===== config.mk =====
export PLATFORM = sky130hd
export DESIGN_NAME = gap_packet_pacing_scheduler
export DESIGN_NICKNAME = d
export VERILOG_FILES = /design/src/rtl/gpps_pkg.sv /design/src/rtl/gap_packet_pacing_scheduler.sv
export SDC_FILE = /design/constraint.sdc
export NUM_CORES = 2
export LEC_CHECK = 0
export BUFFER_PORTS_ARGS = -buffer_cell sky130_fd_sc_hd__buf_2
export CELL_PAD_IN_SITES_DETAIL_PLACEMENT = 0
export CELL_PAD_IN_SITES_GLOBAL_PLACEMENT = 2
export CORE_MARGIN = 5
export CORE_UTILIZATION = 44
export DETAILED_ROUTE_END_ITERATION = 6
export GPL_TIMING_DRIVEN = 0
export HOLD_SLACK_MARGIN = 0.15
export PLACE_DENSITY_LB_ADDON = 0.15
export SLEW_MARGIN = 10
export SYNTH_ARGS = -nofsm -noshare
export SYNTH_HDL_FRONTEND = slang
export SYNTH_SLANG_ARGS = --single-unit

===== constraint.sdc =====
create_clock -name i_clk -period 14 [get_ports i_clk]
set_clock_uncertainty 0.1 [all_clocks]
set_input_delay 2.8 -clock i_clk [delete_from_list [all_inputs] [get_ports i_clk]]
set_output_delay 2.8 -clock i_clk [all_outputs]
set_load 0.005 [all_outputs]

===== src/rtl/gpps_pkg.sv =====
// Shared constants and types of the transmit pacer.
package gpps_pkg;

    localparam int NUM_CLASSES = 8;
    localparam int CLS_W       = 3;
    localparam int RATE_W      = 34;
    localparam int LEN_W       = 14;
    localparam int CLK_W       = 64;
    localparam int DIV_W       = RATE_W + LEN_W + 1;

    localparam int CHECK_BYTES    = 4;
    localparam int PREAMBLE_BYTES = 8;
    localparam int GAP_FLOOR      = 64;

    localparam logic [RATE_W-1:0] RATE_FLOOR        = 34'd1000;
    localparam logic [RATE_W-1:0] LINE_RATE_RESET   = 34'd125000000;
    localparam logic [7:0]        IFG_RESET         = 8'd12;
    localparam logic [LEN_W-1:0]  FRAME_LIMIT_RESET = 14'd1514;

    // Class mode codes.
    localparam logic [1:0] MODE_UNUSED = 2'd0;
    localparam logic [1:0] MODE_NORMAL = 2'd1;
    localparam logic [1:0] MODE_PACED  = 2'd2;

    // Configuration register indexes.
    typedef enum logic [2:0] {
        REG_LINE_RATE    = 3'd0,
        REG_IFG          = 3'd1,
        REG_FRAME_LIMIT  = 3'd2,
        REG_CLASS_SELECT = 3'd3,
        REG_CLASS_RATE   = 3'd4,
        REG_CLASS_MODE   = 3'd5
    } t_reg_idx;

    // Sequencer states.
    typedef enum logic [7:0] {
        S_IDLE     = 8'b0000_0001,
        S_REP_MUL  = 8'b0000_0010,
        S_REP_DIV  = 8'b0000_0100,
        S_REP_FIN  = 8'b0000_1000,
        S_SEL_SCAN = 8'b0001_0000,
        S_SEL_PROC = 8'b0010_0000,
        S_SEL_RR   = 8'b0100_0000,
        S_SEL_OUT  = 8'b1000_0000
    } t_state;

    typedef logic [NUM_CLASSES-1:0][CLS_W-1:0] t_order;

endpackage


===== src/rtl/gap_packet_pacing_scheduler.sv =====
// Top level of the byte-clock transmit pacer.
//
//  channel  direction  handshake                 payload
//  in       input      i_in_valid / o_in_ready   i_kind, i_active_mask, i_sent_class,
//                                                i_sent_length
//  out      output     o_out_valid / i_out_ready o_grant_gap, o_granted_class, o_gap_bytes
//  cfg      input      i_cfg_we                  i_cfg_idx, i_cfg_data
//
// A report item for a class that is not paced ends after the link clock advance; a paced
// class goes on through the 49-step restoring divider that works out the inter-packet gap.
// A select item runs up to eight priority rounds, each a scan through one comparator and a
// visit of the chosen class, then a last scan through that comparator, up to eight
// round-robin steps and one output step.
// Reset is synchronous and active low and puts every table at its reset value at once.
// A finished select result waits in the output register; the block takes the next item
// while it waits, but holds the following result until the register is free.
module gap_packet_pacing_scheduler (
    input  logic        i_clk,
    input  logic        i_rst_n,
    input  logic        i_in_valid,
    output logic        o_in_ready,
    input  logic        i_kind,
    input  logic [7:0]  i_active_mask,
    input  logic [2:0]  i_sent_class,
    input  logic [13:0] i_sent_length,
    output logic        o_out_valid,
    input  logic        i_out_ready,
    output logic        o_grant_gap,
    output logic [2:0]  o_granted_class,
    output logic [13:0] o_gap_bytes,
    input  logic        i_cfg_we,
    input  logic [2:0]  i_cfg_idx,
    input  logic [33:0] i_cfg_data
);

    gpps_pkg::t_state r_state;

    // Configuration registers.
    logic [gpps_pkg::RATE_W-1:0] r_line_rate;
    logic [7:0]                  r_ifg;
    logic [gpps_pkg::LEN_W-1:0]  r_frame_limit;
    logic [gpps_pkg::CLS_W-1:0]  r_class_select;

    // Clocks and class tables.
    logic [gpps_pkg::CLK_W-1:0]       r_qclk;
    logic [gpps_pkg::CLK_W-1:0]       r_cclk [gpps_pkg::NUM_CLASSES];
    logic [gpps_pkg::RATE_W-1:0]      r_rate [gpps_pkg::NUM_CLASSES];
    logic [1:0]                       r_mode [gpps_pkg::NUM_CLASSES];
    logic [gpps_pkg::NUM_CLASSES-1:0] r_mark;
    gpps_pkg::t_order                 r_order;

    // Captured item.
    logic [gpps_pkg::NUM_CLASSES-1:0] r_mask;
    logic [gpps_pkg::CLS_W-1:0]       r_cls;
    logic [gpps_pkg::LEN_W-1:0]       r_len;
    logic [gpps_pkg::LEN_W:0]         r_lenovh;

    // Divider.
    logic [gpps_pkg::DIV_W-1:0]  r_dividend;
    logic [gpps_pkg::RATE_W-1:0] r_divisor;
    logic [gpps_pkg::RATE_W-1:0] r_rem;
    logic [gpps_pkg::DIV_W-1:0]  r_quo;
    logic [5:0]                  r_cnt;

    // Selection scan.
    logic [gpps_pkg::CLS_W-1:0]       r_idx;
    logic [gpps_pkg::NUM_CLASSES-1:0] r_seen;
    logic [gpps_pkg::CLS_W-1:0]       r_best;
    logic                             r_best_vld;
    logic [gpps_pkg::RATE_W-1:0]      r_best_rate;
    logic [gpps_pkg::CLS_W-1:0]       r_found;
    logic                             r_found_vld;
    logic [gpps_pkg::LEN_W-1:0]       r_nearest;

    // Result staging and output register.
    logic                       r_res_gap;
    logic [gpps_pkg::CLS_W-1:0] r_res_cls;
    logic [gpps_pkg::LEN_W-1:0] r_res_bytes;
    logic                       r_out_valid;
    logic                       r_out_gap;
    logic [gpps_pkg::CLS_W-1:0] r_out_cls;
    logic [gpps_pkg::LEN_W-1:0] r_out_bytes;

    // Combinational helpers.
    logic [8:0]                  w_ovh;
    logic [gpps_pkg::LEN_W:0]    w_base;
    logic [gpps_pkg::LEN_W:0]    w_lenovh;
    logic [15:0]                 w_thr;
    logic [gpps_pkg::DIV_W-1:0]  w_prod;
    logic [gpps_pkg::RATE_W:0]   w_rem_sh;
    logic [gpps_pkg::DIV_W-1:0]  w_g;
    logic                        w_cand;
    logic [gpps_pkg::CLK_W-1:0]  w_cc;
    logic [gpps_pkg::CLK_W-1:0]  w_diff;
    logic [gpps_pkg::CLS_W-1:0]  w_oc;
    logic [gpps_pkg::LEN_W-1:0]  w_gap;
    logic [gpps_pkg::CLS_W-1:0]  w_cfg_pos;
    logic [1:0]                  w_cfg_mode;
    logic [gpps_pkg::RATE_W-1:0] w_cfg_rate;

    // Move class c, found at position pos, to the round-robin tail.
    function automatic gpps_pkg::t_order f_to_tail(gpps_pkg::t_order ord,
                                                   logic [gpps_pkg::CLS_W-1:0] c,
                                                   logic [gpps_pkg::CLS_W-1:0] pos);
        gpps_pkg::t_order res;
        res = ord;
        for (int p = 0; p < gpps_pkg::NUM_CLASSES - 1; p++) begin
            if (gpps_pkg::CLS_W'(p) >= pos) begin
                res[p] = ord[p+1];
            end
        end
        res[gpps_pkg::NUM_CLASSES-1] = c;
        return res;
    endfunction

    // Wire overhead and report arithmetic.
    assign w_ovh    = 9'(gpps_pkg::PREAMBLE_BYTES) + 9'(r_ifg) + 9'(gpps_pkg::CHECK_BYTES);
    assign w_base   = 15'(r_len) + 15'(gpps_pkg::CHECK_BYTES);
    assign w_lenovh = 15'(r_len) + 15'(w_ovh);
    assign w_thr    = 16'(w_base) + 16'(gpps_pkg::PREAMBLE_BYTES) + 16'(r_ifg);
    assign w_prod   = r_line_rate * w_base;
    assign w_rem_sh = {r_rem, r_dividend[gpps_pkg::DIV_W-1]};
    assign w_g      = (r_quo > gpps_pkg::DIV_W'(w_thr)) ? r_quo - gpps_pkg::DIV_W'(w_thr) : '0;

    // Priority scan: one rate compare per cycle against the best so far.
    assign w_cand = (r_mode[r_idx] == gpps_pkg::MODE_PACED) && !r_seen[r_idx] &&
                    (!r_best_vld || (r_rate[r_idx] > r_best_rate));
    assign w_cc   = r_cclk[r_best];
    assign w_diff = w_cc - r_qclk;

    // Round-robin position and gap frame size.
    assign w_oc  = r_order[r_idx];
    assign w_gap = (r_nearest > 14'(w_ovh)) ? r_nearest - 14'(w_ovh) : '0;

    // Configuration decode helpers.
    assign w_cfg_mode = i_cfg_data[1:0];
    assign w_cfg_rate = (i_cfg_data < gpps_pkg::RATE_FLOOR) ? gpps_pkg::RATE_FLOOR : i_cfg_data;
    always_comb begin
        w_cfg_pos = '0;
        for (int p = 0; p < gpps_pkg::NUM_CLASSES; p++) begin
            if (r_order[p] == r_class_select) begin
                w_cfg_pos = gpps_pkg::CLS_W'(p);
            end
        end
    end

    // Sequencer, tables and configuration.
    always_ff @(posedge i_clk) begin
        if (!i_rst_n) begin
            r_state        <= gpps_pkg::S_IDLE;
            r_line_rate    <= gpps_pkg::LINE_RATE_RESET;
            r_ifg          <= gpps_pkg::IFG_RESET;
            r_frame_limit  <= gpps_pkg::FRAME_LIMIT_RESET;
            r_class_select <= '0;
            r_qclk         <= '0;
            r_mark         <= '0;
            r_out_valid    <= 1'b0;
            for (int c = 0; c < gpps_pkg::NUM_CLASSES; c++) begin
                r_cclk[c]  <= '0;
                r_rate[c]  <= gpps_pkg::RATE_FLOOR;
                r_mode[c]  <= gpps_pkg::MODE_UNUSED;
                r_order[c] <= gpps_pkg::CLS_W'(c);
            end
        end else begin
            // A taken result frees the output register unless a new one is loaded.
            if (r_out_valid && i_out_ready && (r_state != gpps_pkg::S_SEL_OUT)) begin
                r_out_valid <= 1'b0;
            end

            unique case (r_state)
                gpps_pkg::S_IDLE: begin
                    if (i_in_valid) begin
                        r_mask      <= i_active_mask;
                        r_cls       <= i_sent_class;
                        r_len       <= i_sent_length;
                        r_idx       <= '0;
                        r_seen      <= '0;
                        r_best_vld  <= 1'b0;
                        r_found_vld <= 1'b0;
                        r_nearest   <= r_frame_limit;
                        r_state     <= i_kind ? gpps_pkg::S_REP_MUL : gpps_pkg::S_SEL_SCAN;
                    end
                end

                // Link clock advance and divider setup.
                gpps_pkg::S_REP_MUL: begin
                    r_qclk     <= r_qclk + gpps_pkg::CLK_W'(w_lenovh);
                    r_lenovh   <= w_lenovh;
                    r_dividend <= w_prod;
                    r_divisor  <= r_rate[r_cls];
                    r_rem      <= '0;
                    r_cnt      <= 6'(gpps_pkg::DIV_W - 1);
                    r_state    <= (r_mode[r_cls] == gpps_pkg::MODE_PACED) ?
                                  gpps_pkg::S_REP_DIV : gpps_pkg::S_IDLE;
                end

                // Restoring division, one quotient bit per cycle.
                gpps_pkg::S_REP_DIV: begin
                    if (w_rem_sh >= {1'b0, r_divisor}) begin
                        r_rem <= gpps_pkg::RATE_W'(w_rem_sh - {1'b0, r_divisor});
                        r_quo <= {r_quo[gpps_pkg::DIV_W-2:0], 1'b1};
                    end else begin
                        r_rem <= w_rem_sh[gpps_pkg::RATE_W-1:0];
                        r_quo <= {r_quo[gpps_pkg::DIV_W-2:0], 1'b0};
                    end
                    r_dividend <= {r_dividend[gpps_pkg::DIV_W-2:0], 1'b0};
                    r_cnt      <= r_cnt - 6'd1;
                    if (r_cnt == '0) begin
                        r_state <= gpps_pkg::S_REP_FIN;
                    end
                end

                // Class clock update: restart from the link clock when marked.
                gpps_pkg::S_REP_FIN: begin
                    if (r_mark[r_cls]) begin
                        r_mark[r_cls] <= 1'b0;
                        r_cclk[r_cls] <= r_qclk + gpps_pkg::CLK_W'(w_g);
                    end else begin
                        r_cclk[r_cls] <= r_cclk[r_cls] + gpps_pkg::CLK_W'(r_lenovh) +
                                         gpps_pkg::CLK_W'(w_g);
                    end
                    r_state <= gpps_pkg::S_IDLE;
                end

                // Find the fastest paced class not yet visited.
                gpps_pkg::S_SEL_SCAN: begin
                    if (w_cand) begin
                        r_best      <= r_idx;
                        r_best_rate <= r_rate[r_idx];
                        r_best_vld  <= 1'b1;
                    end
                    r_idx <= r_idx + 3'd1;
                    if (r_idx == 3'(gpps_pkg::NUM_CLASSES - 1)) begin
                        r_state <= (r_best_vld || w_cand) ?
                                   gpps_pkg::S_SEL_PROC : gpps_pkg::S_SEL_RR;
                    end
                end

                // Visit the chosen class: deadline, reset mark or grant.
                gpps_pkg::S_SEL_PROC: begin
                    if (!r_found_vld && (w_cc > r_qclk)) begin
                        if ((w_diff < gpps_pkg::CLK_W'(r_nearest)) &&
                            (w_diff >= gpps_pkg::CLK_W'(gpps_pkg::GAP_FLOOR))) begin
                            r_nearest <= w_diff[gpps_pkg::LEN_W-1:0];
                        end
                    end else if (!r_mask[r_best]) begin
                        r_mark[r_best] <= 1'b1;
                    end else if (!r_found_vld) begin
                        r_found     <= r_best;
                        r_found_vld <= 1'b1;
                    end
                    r_seen[r_best] <= 1'b1;
                    r_best_vld     <= 1'b0;
                    r_state        <= gpps_pkg::S_SEL_SCAN;
                end

                // Round-robin walk, then the gap frame if nothing is granted.
                gpps_pkg::S_SEL_RR: begin
                    if (r_found_vld) begin
                        r_res_gap   <= 1'b0;
                        r_res_cls   <= r_found;
                        r_res_bytes <= '0;
                        r_state     <= gpps_pkg::S_SEL_OUT;
                    end else if ((r_mode[w_oc] == gpps_pkg::MODE_NORMAL) && r_mask[w_oc]) begin
                        r_order     <= f_to_tail(r_order, w_oc, r_idx);
                        r_res_gap   <= 1'b0;
                        r_res_cls   <= w_oc;
                        r_res_bytes <= '0;
                        r_state     <= gpps_pkg::S_SEL_OUT;
                    end else if (r_idx == 3'(gpps_pkg::NUM_CLASSES - 1)) begin
                        r_qclk      <= r_qclk + gpps_pkg::CLK_W'(w_gap) +
                                       gpps_pkg::CLK_W'(w_ovh);
                        r_res_gap   <= 1'b1;
                        r_res_cls   <= '0;
                        r_res_bytes <= w_gap;
                        r_state     <= gpps_pkg::S_SEL_OUT;
                    end else begin
                        r_idx <= r_idx + 3'd1;
                    end
                end

                // Hand the result to the output register once it is free.
                gpps_pkg::S_SEL_OUT: begin
                    if (!r_out_valid || i_out_ready) begin
                        r_out_valid <= 1'b1;
                        r_out_gap   <= r_res_gap;
                        r_out_cls   <= r_res_cls;
                        r_out_bytes <= r_res_bytes;
                        r_state     <= gpps_pkg::S_IDLE;
                    end
                end

                default: begin
                    r_state <= gpps_pkg::S_IDLE;
                end
            endcase

            // The user must issue configuration writes only while the block is idle; the block does not enforce it.
            if (i_cfg_we) begin
                unique case (gpps_pkg::t_reg_idx'(i_cfg_idx))
                    gpps_pkg::REG_LINE_RATE:    r_line_rate    <= i_cfg_data;
                    gpps_pkg::REG_IFG:          r_ifg          <= i_cfg_data[7:0];
                    gpps_pkg::REG_FRAME_LIMIT:  r_frame_limit  <= i_cfg_data[13:0];
                    gpps_pkg::REG_CLASS_SELECT: r_class_select <= i_cfg_data[2:0];
                    gpps_pkg::REG_CLASS_RATE:   r_rate[r_class_select] <= w_cfg_rate;
                    gpps_pkg::REG_CLASS_MODE: begin
                        if ((w_cfg_mode == gpps_pkg::MODE_UNUSED) ||
                            (w_cfg_mode == gpps_pkg::MODE_NORMAL) ||
                            (w_cfg_mode == gpps_pkg::MODE_PACED)) begin
                            r_mode[r_class_select] <= w_cfg_mode;
                        end
                        if (w_cfg_mode == gpps_pkg::MODE_NORMAL) begin
                            r_order <= f_to_tail(r_order, r_class_select, w_cfg_pos);
                        end
                        if (w_cfg_mode == gpps_pkg::MODE_PACED) begin
                            r_mark[r_class_select] <= 1'b1;
                        end
                    end
                    default: begin
                    end
                endcase
            end
        end
    end

    assign o_in_ready      = (r_state == gpps_pkg::S_IDLE);
    assign o_out_valid     = r_out_valid;
    assign o_grant_gap     = r_out_gap;
    assign o_granted_class = r_out_cls;
    assign o_gap_bytes     = r_out_bytes;

endmodule


==> Word-level counts from Yosys, hierarchy flattened <==
Memory sizes are Yosys's and may differ from the RTL's. A register that Yosys moved wholly into a read port is not among the register bits.
Cells that the tools add are included.
W data, S select, Z words.
{ "word_totals": {"register_bits": 445, "ramBits": 800, "out_inout_bits": 20, "wordCells": 329, "n_memories": 3} }
{ "mem_list": {"columns": ["name", "words", "width", "read_ports", "rd_ports_with_merged_regs", "write_ports", "line_no", "rtl"], "rows": [
  ["r_cclk", 8, 64, 2, 2, 8, "gap_packet_pacing_scheduler.sv:46", "logic [gpps_pkg::CLK_W-1:0] r_cclk [gpps_pkg::NUM_CLASSES];"],
  ["r_rate", 8, 34, 2, 2, 8, "gap_packet_pacing_scheduler.sv:47", "logic [gpps_pkg::RATE_W-1:0] r_rate [gpps_pkg::NUM_CLASSES];"],
  ["r_mode", 8, 2, 3, 2, 8, "gap_packet_pacing_scheduler.sv:48", "logic [1:0] r_mode [gpps_pkg::NUM_CLASSES];"]
]} }
{ "op_classes": {"addsub": 18, "mul": 1, "magnitude_cmp": 30, "eq_ne": 48, "mux": 132, "bitwise": 8, "n_reduce_logical": 51} }
{ "op_table": {"columns": ["operator", "n"], "rows": [
  ["$mux W64", 5],
  ["$mux W24", 6],
  ["$add A64 B15 Y64", 2],
  ["$add A64 B49 Y64", 2],
  ["$pmux W64 S2", 1],
  ["$mux W8", 15],
  ["$mux W3", 37],
  ["$mux W34", 3],
  ["$pmux W49 S2", 1],
  ["$mux W14", 5],
  ["$pmux W34 S2", 1],
  ["$add A64 B14 Y64", 1],
  ["$add A64 B9 Y64", 1],
  ["$ge A64 B7 Y1 const B", 1],
  ["$gt A64 B64 Y1", 1],
  ["$lt A64 B14 Y1", 1],
  ["$reduce_or A64 Y1", 1],
  ["$sub A64 B64 Y64", 1],
  ["$pmux W8 S7", 1],
  ["$gt A49 B16 Y1", 1],
  ["$mul A34 B15 Y49", 1],
  ["$mux W49", 1],
  ["$sub A49 B16 Y49", 1],
  ["$mux W1", 38],
  ["other kinds (68)", 160]
]} }

==> Logic depth before layout (Yosys ltp) <==
{ "depth": {"depth_word": 13, "mapped_depth": 49, "depth_no_buf": 43} }

==> Least setup slack after synthesis <==
No wires, ideal clock.
{ "synth_timing": {"path_kind": "reg2reg", "start": "register r_len[2] (netlist name)", "end": "memory r_cclk[0][56] (netlist name) (data pin)", "arrival_time_ns": 9.378, "setup_slack_ns": 4.251, "path_stages_with_launch": 48, "n_path_buf": 8, "period_less_slack_ns": 9.749, "path_cell_list": "edfxtp_1 > ha_1 > clkbuf_1 > clkbuf_1 > inv_1 > ha_1 > inv_1 > ha_1 > a21oi_1 > nor2_1 > nor2_1 > o21ai_0 > a21oi_1 > o21bai_1 > a21oi_1 > or2_2 > nand3b_1 > xor2_1 > [12 not listed] > ha_1 > ha_1 > clkbuf_1 > a21o_1 > a21o_1 > a21o_1 > a21oi_1 > nor2b_1 > o41ai_1 > a211oi_1 > o21a_1 > a221o_1 > a21oi_1 > nor2_1 > xor2_1 > nor2_1 > a21oi_1 > nor2_1"} }
{ "synth_rtl": {"columns": ["element", "line_no", "rtl"], "rows": [
  ["from (decl)", "gap_packet_pacing_scheduler.sv:55", "logic [gpps_pkg::LEN_W-1:0] r_len;"],
  ["from (signal assigned)", "gap_packet_pacing_scheduler.sv:175", "r_len <= i_sent_length;"],
  ["to (decl)", "gap_packet_pacing_scheduler.sv:46", null]
]} }

==> impl_metrics.yaml <==
timing:
  worst_pin_slew_ps: 1433
  max_freq_mhz: 75.11
  final.period_utilization_pct: 95.10
  period_needed_ps: 13310
  finalMaxSlewViolations: 0
  hold_violations: 0
  fin_hold_ws_ps: 314.8
  tns_ps: 0
  relSlewSlack_pct: 2.015
  setup_viol: 0
routing:
  initialDrtViolationCount: 8720
  drc: 0
  routed_via_density: 6.128
  drtAntennaViolNets: 0
  wire_per_inst_um: 29.10
  num_vias: 74500
  first_pass_iters: 6
  routed_wl_um: 353800
global_routing:
  grt_pass1_vias: 73570
  grtUsageTotal_pct: 31.24
  antenna_found_initial: 35
  grt_overflow: 0
  grt_pass1_wl_um: 510400
  grt_max_degree: 41
status:
  failed_checks: "capacitance limit"
  outcome: "finished, violations left"
die:
  die-area_um2: 222800
  start_util_pct: 44.24
  io_pins: 88
  coreArea_um2: 212300
  rows: 169
  dieHeight_um: 472.0
  die_w_um: 472.0
clock_network:
  cts_buffer_depth: 3
  cts_max_level: 4
  numCtsBuffers: 153
  cts-root-buf: "clkbuf_16"
  hold_buffers: 0
  cts_tree: "yes"
  clock-sinks: 1288
  path_clk_slew_ps: 60
  clk_latency_ps: 840
synthesis:
  synth_cell_types: 95
  synth_top_family_by_area: "adder cells"
  async_reset_ff_share_pct: 0
  synth_top_area_share_pct: 35.65
  syn_area_um2: 93920
  synth_compound_area_share_pct: 10.35
  synth_flop_cell: "edfxtp_1"
  yosysWarnings: 0
  synth_top_cell_by_area: "edfxtp_1"
  synth_edf_count: 1115
  synth_adder_area_share_pct: 15.72
  syn-num-nets: 9908
  synthMuxAreaShare_pct: 10.89
  ys_ff_latch: 1288
  avgSynthCellArea_um2: 10.52
  synth-seq-area-share_pct: 39.34
  synthXorXnorAreaFrac_pct: 3.773
  netlist_top_cells_area: "edfxtp_1 (36%), fa_1 (9.3%), mux4_2 (8.0%)"
  post_synth_and_or_nand_nor_area_fraction_pct: 15.41
  synth_cells: 8924
setup_path:
  cp-start-kind: "flip-flop"
  cp.arrival_ps: 13760
  cp-end-kind: "flip-flop"
  cpMaxStageDelayCell: "edfxtp_1"
  reg2reg_from: "r_len[2]"
  slowest_delay_ps: 730
  crit_top_cell: "ha_1"
  path_class: "reg2reg"
  critPathRequiredTime_ps: 14450
  worstPathMaxFanout: 10
  crit_path_start: "r_len[2]"
flow_run:
  maxCapViolations: 1
placed_design:
  io_buffers: 84
  place.gp.congestion: 0.9361
  dp_hpwl_um: 268600
  placed_area_um2: 98780
final_layout:
  final_core_util_pct: 49.08
  final_area_um2: 104200
  drive_above_1_share_pct: 10.86
  layout_commonest_cell: "edfxtp_1"
  layout_common_cells: "edfxtp_1 (1115), nor2_1 (1021), nand2_1 (855), inv_1 (609), ha_1 (480)"
  nets: 10180
  area_delta_synth_final_pct: 10.95
power:
  p_leak_nw: 41.18
  power_frac_comb_pct: 57.8
  p_sw_share_pct: 43.50
  peakVddDrop_mv: 0.6615
  internal-power_mw: 12.09
  pwr-share-seq_pct: 22.7
  power_switching_mw: 9.309
  powerDensity_nw_per_um2: 205.4
  clockPowerShare_pct: 19.6
hold_path:
  hp-start: "r_res_cls[2]"
  hold_class: "reg2reg"
[kinds of logic after synthesis]
family / after synthesis
AO/OA/AOI/OAI: 1513
AND/OR/NAND/NOR: 3088
flip-flops: 1288
adder cells (fa/ha/maj): 920
other: 1
multiplexers: 584
buffers and inverters: 1127
XOR/XNOR: 403
[synth_stat cells, types with 20 or more instances]
library cell and n:
o31ai_1 21, a21oi_1 467, clkbuf_1 460, o21bai_1 46, ha_1 481, or3_1 51
xnor2_1 262, mux2_2 165, fa_1 435, edfxtp_1 1115, buf_1 48, xor2_1 140
or2_2 26, a31oi_1 41, and2_1 116, nor3_1 109, inv_1 610, o21a_1 33
nand2_1 871, nand3b_1 21, o211ai_1 35, a211oi_1 31, and3_1 234, nor2_1 1025
nand4_1 133, mux4_2 334, nand2b_1 73, a22oi_1 141, a21boi_0 20, a21o_1 191
o21ai_0 260, nor4_1 47, o21ai_1 32, mux2i_1 85, o22ai_1 21, dfxtp_1 173
nor2b_1 181, nand3_1 127
[through the flow]
step                      power (mW)  setup WS [ps]  cells
after detailed placement       17.03          -2242  11870
after CTS                      21.29          28.33  12140
after floorplan                13.66           4251   8924
after global routing           23.00         -11.65  12150
after global placement         16.90          -2356  11830
final                          21.40          686.0  12160
[timing repair]
action                     4_1_cts  5_1_grt
hold endpoints to repair         0        0
setup endpoints to repair      296      233
gates resized for setup         26       18
setup buffers                    0        0
[critical path: cells and delay by family, from the launching register on]
| kind | cells | cell delay [ps] |
|---|---|---|
| compound gates | 17 | 5310 |
| fa+ha+maj | 5 | 1410 |
| xor+xnor | 3 | 1220 |
| buf+inv | 7 | 2260 |
| flops | 1 | 730 |
| simple gates | 9 | 1950 |
[power groups by stage]
stage	Sequential [mW]	Combinational, mW	Clock (mW)
after CTS	4.84	12.2	4.23
after floorplan	4.88	8.78	0
final	4.85	12.4	4.19
after global placement	4.93	12.0	0
after global routing	4.86	13.7	4.39
after detailed placement	4.92	12.1	0
[layout make-up]
type | count | area, um2
diodes | 17 | 42.54
plain buffers | 510 | 1979
clock buffers | 193 | 4091
clock inverters | 84 | 1089
fillers | 19720 | 108100
inverters | 614 | 2305
multi-input cells | 6509 | 53110
flip-flops and latches | 1288 | 36950
well taps | 2821 | 3530
repair buffers | 121 | 1106
[sequential cells by signal, summed over array words and instances, names as in the netlist, 24 cells and up, named ones only]
signal,count
r_cclk,512
r_rate,272
r_qclk,64
r_dividend,49
r_quo,49
r_best_rate,34
r_divisor,34
r_line_rate,34
r_rem,34
r_order,24
[final timing paths]
kind	end	slack, ps	depth (start not counted)
max	r_cclk[3][51]	690	41
min	o_granted_class[2]	310	0
max reg2reg	r_cclk[3][51]	690	41
min reg2reg	o_granted_class[2]	310	0
[routing by layer]
metal,GRT usage [%],up-vias,routed length (um)
met4,10.01,8,12580
met1,45.06,37770,153100
met3,6.889,587,34730
li1,-,32590,-
met5,0,-,60
met2,47.05,3548,153300
Power figures use the tool's default switching activity.
